File: src/design/smft_ram.sv
module smft_ram #(
    parameter int WIDTH = 8,
    parameter int DEPTH = 16
) (
    input  logic                     clk,
    input  logic                     we,
    input  logic [$clog2(DEPTH)-1:0] waddr,
    input  logic [WIDTH-1:0]         wdata,
    input  logic [$clog2(DEPTH)-1:0] raddr,
    output logic [WIDTH-1:0]         rdata
);

    logic [WIDTH-1:0] mem [DEPTH];

    always_ff @(posedge clk)
    begin
        if (we)
        begin
            mem[waddr] <= wdata;
        end
        rdata <= mem[raddr];
    end

endmodule

File: config.mk
export PLATFORM = sky130hd
export DESIGN_NAME = smft_ram
export DESIGN_NICKNAME = d
export VERILOG_FILES = /design/src/design/smft_ram.sv
export SDC_FILE = /design/constraint.sdc
export NUM_CORES = 1
export LEC_CHECK = 0
export ABC_AREA = 1
export CORE_MARGIN = 2
export CORE_UTILIZATION = 45
export CTS_CLUSTER_SIZE = 24
export DETAILED_ROUTE_END_ITERATION = 12
export DONT_BUFFER_PORTS = 1
export PLACE_DENSITY_LB_ADDON = 0.1
export SYNTH_ARGS = -nofsm -noshare
export SYNTH_HDL_FRONTEND = slang
export SYNTH_SLANG_ARGS = --single-unit
File: constraint.sdc
create_clock -name clk -period 1.2 [get_ports clk]
set_input_delay 0.18 -clock clk [delete_from_list [all_inputs] [get_ports clk]]
set_output_delay 0.18 -clock clk [all_outputs]
set_load 0.03 [all_outputs]
==> results.tsv <==
metric	value	unit
clk sinks	136	
post-synth top area share	0.6665	
vias in the first global route	3579	
worst-margin pin slew	0.8842	ns
Worst Path Buf+Inv	1	
Hold Crit Class	in2reg	
CP Cell Sequence	dlygate4sd3_1	
DR vias/cell	4.884	
Skew-Pair Late Insertion Delay	0.42	ns
# H-tree levels	4	
fin. max-slew vios	0	
maximum vdd drop	896.8	uV
PwrDens	1683	nW/um^2
RSZ-0062 raised after global routing	no	
CP endpoint	mem[15][0]$_DFFE_PP_	
fin nets	601	
min Tclk post-route	1.166	ns
Synth Cell Area	5767	sq um
fraction of layout cells with a size suffix above 1	0.1007	
Worst EP arrival	1.27	ns
CTS tree	built	
Hold Violations, Final	0	
Yosys top cell by area	edfxtp_1	
cell depth of the worst flop-to-flop path	6	
clk_skew	0.006332	ns
Worst-path clk slew	0.05	ns
Die Wd	117.2	um
CTS Buffer Depth	2	
Mapped Cells	551	
critical path's slowest cell	dlygate4sd3_1	
GP Congestion	0.7906	
crit-path leading delay family	buffers and inverters	
Max-slew headroom	0.4105	
register area	4004	sq um
die area	13740	sq um
filler cell count	1120	
kind of end point of the critical path	flop	
largest net degree at the start of global routing	66	
core area	12570	sq um
initial antenna violation count	2	
CP peak stage delay	1.08	ns
Ys Warns	0	
drt wl/cell	17.77	um
Max-Cap Viols	0	
critical path required time	1.30	ns
crit share post-route	0.9718	
initial DRC count	330	
CP startpoint	wdata[0]	
# rows	41	
TritonCTS Buffers	17	
Post-DP HPWL	8321	um
multi-input combinational cell area	1214	sq um
Util after Layout	0.5415	
number of buffers added on ports	0	
Remaining DRCs	0	
GRT Total Usage	0.2163	
Worst setup SP type	input port	
Distinct cells, synth	12	
DRT Wirelength	13680	um
initial cell density of the core	0.4588	
fmax	0.8575	GHz
reg-to-reg startpoint	mem[11][4]$_DFFE_PP_	
syn_area_per_cell	10.47	sq um
Root Driver	clkbuf_16	
total gr overflow	0	
stages on the worst setup path	1	
Post-Route Setup TNS	0	ns
router iterations before antenna repair	5	
Synth area leaders	edfxtp_1 67%, nand2_1 11%, nand3_1 8.4%	
flop2flop setup slack	0.16	ns
status	finished clean	
I/O Pins	26	
RR Endpoint	rdata[4]$_DFF_P_	
P_leak	2.924	nW
Area Overhead vs Synth	18.01	%
Final Setup Violations	0	
first-pass GRT wire length	20840	um
syn_nets	569	
Vias	3761	
FF+latch count, synth	136	
ANT nets after route	0	
CP max FO	16	
die height	117.2	um
critical path class	in2reg	
post-synthesis sequential area ratio	0.6943	
-- area by class of cell --
cell class,count,share of cell area
antenna,2,0.0007354
sequential,136,0.5883
clock buffer,17,0.06251
tap,172,0.03162
multi-input combinational,289,0.1783
timing repair buffer,37,0.05258
clock inverter,15,0.02960
inverter,102,0.05626
-- kinds of logic (layout without fill, tap and decap cells) --
family / after synthesis / after routing / share of synthesized area
other: 0 / 2 / 0
buffers and inverters: 126 / 171 / 0.09525
AND/OR/NAND/NOR: 289 / 289 / 0.2105
flip-flops: 136 / 136 / 0.6943
-- worst min path at each step --
| stage | start | endpoint | slack [ns] | depth (start not counted) |
|---|---|---|---|---|
| after floorplan | wdata[0] | mem[0][0]$_DFFE_PP_ | 0.28 | 0 |
| after global placement | wdata[2] | mem[10][2]$_DFFE_PP_ | 0.28 | 0 |
| after detailed placement | wdata[1] | mem[10][1]$_DFFE_PP_ | 0.28 | 0 |
| after CTS | raddr[2] | rdata[2]$_DFF_P_ | 0.0003 | 3 |
| after global routing | raddr[2] | rdata[5]$_DFF_P_ | 0.02 | 3 |
| final | raddr[2] | rdata[2]$_DFF_P_ | 0.007 | 3 |
-- Yosys cell counts --
library cell    n
nand3_1        97
buf_1           1
nand2_1       173
inv_1         100
buf_2          13
nand3b_1        2
buf_6           6
dfxtp_1         8
nor2_1         17
edfxtp_1      128
buf_4           4
inv_2           2
-- where the power goes --
part | total (mW) | switching, mW | internal (mW) | leakage, nW
clock network | 5.46 | 1.98 | 3.48 | 0.299
logic | 0.575 | 0.379 | 0.196 | 1.40
registers | 5.41 | 0.101 | 5.31 | 1.22
-- cells in the final DEF (no fill, tap or decap) --
cell type / count
buf_4: 22
clkinv_2: 3
inv_2: 2
inv_6: 1
dfxtp_1: 8
dlymetal6s4s_1: 1
nand3b_1: 2
nor2_1: 17
diode_2: 2
dlygate4sd3_1: 10
clkinvlp_4: 3
nand2_1: 173
clkbuf_16: 17
clkinv_4: 4
nand3_1: 97
inv_1: 100
bufinv_16: 4
edfxtp_1: 128
buf_12: 4
-- per-stage QoR --
step	setup slack [ns]	power [mW]	hold slack [ns]	cells	area, sq um
floorplan	0.06916	5.872	0.2789	551	5767
global placement	0.09837	5.971	0.2799	725	6061
detailed placement	0.07769	5.973	0.2799	725	6061
CTS	0.01098	11.52	0.0003271	767	6788
global route	0.01529	11.79	0.02346	769	6803
finish	0.03386	11.45	0.006869	770	6805
-- timing repair --
item                                   in CTS  in global routing
gates resized for setup                     0                  1
setup endpoints to repair                   0                 16
endpoints found under the hold margin     136                  1
setup buffers                               0                  0
hold buffers                               10                  1
-- metal layers --
metal,part of all wire,track usage
met5,0,0
met4,0.012,0.07294
met1,0.47,0.2981
met3,0.058,0.05355
met2,0.46,0.3379
-- registers in the layout, summed over array words and instances (netlist names) --
register	cells
mem	128
rdata	8
Note: power is estimated with default switching activity, not from simulation.
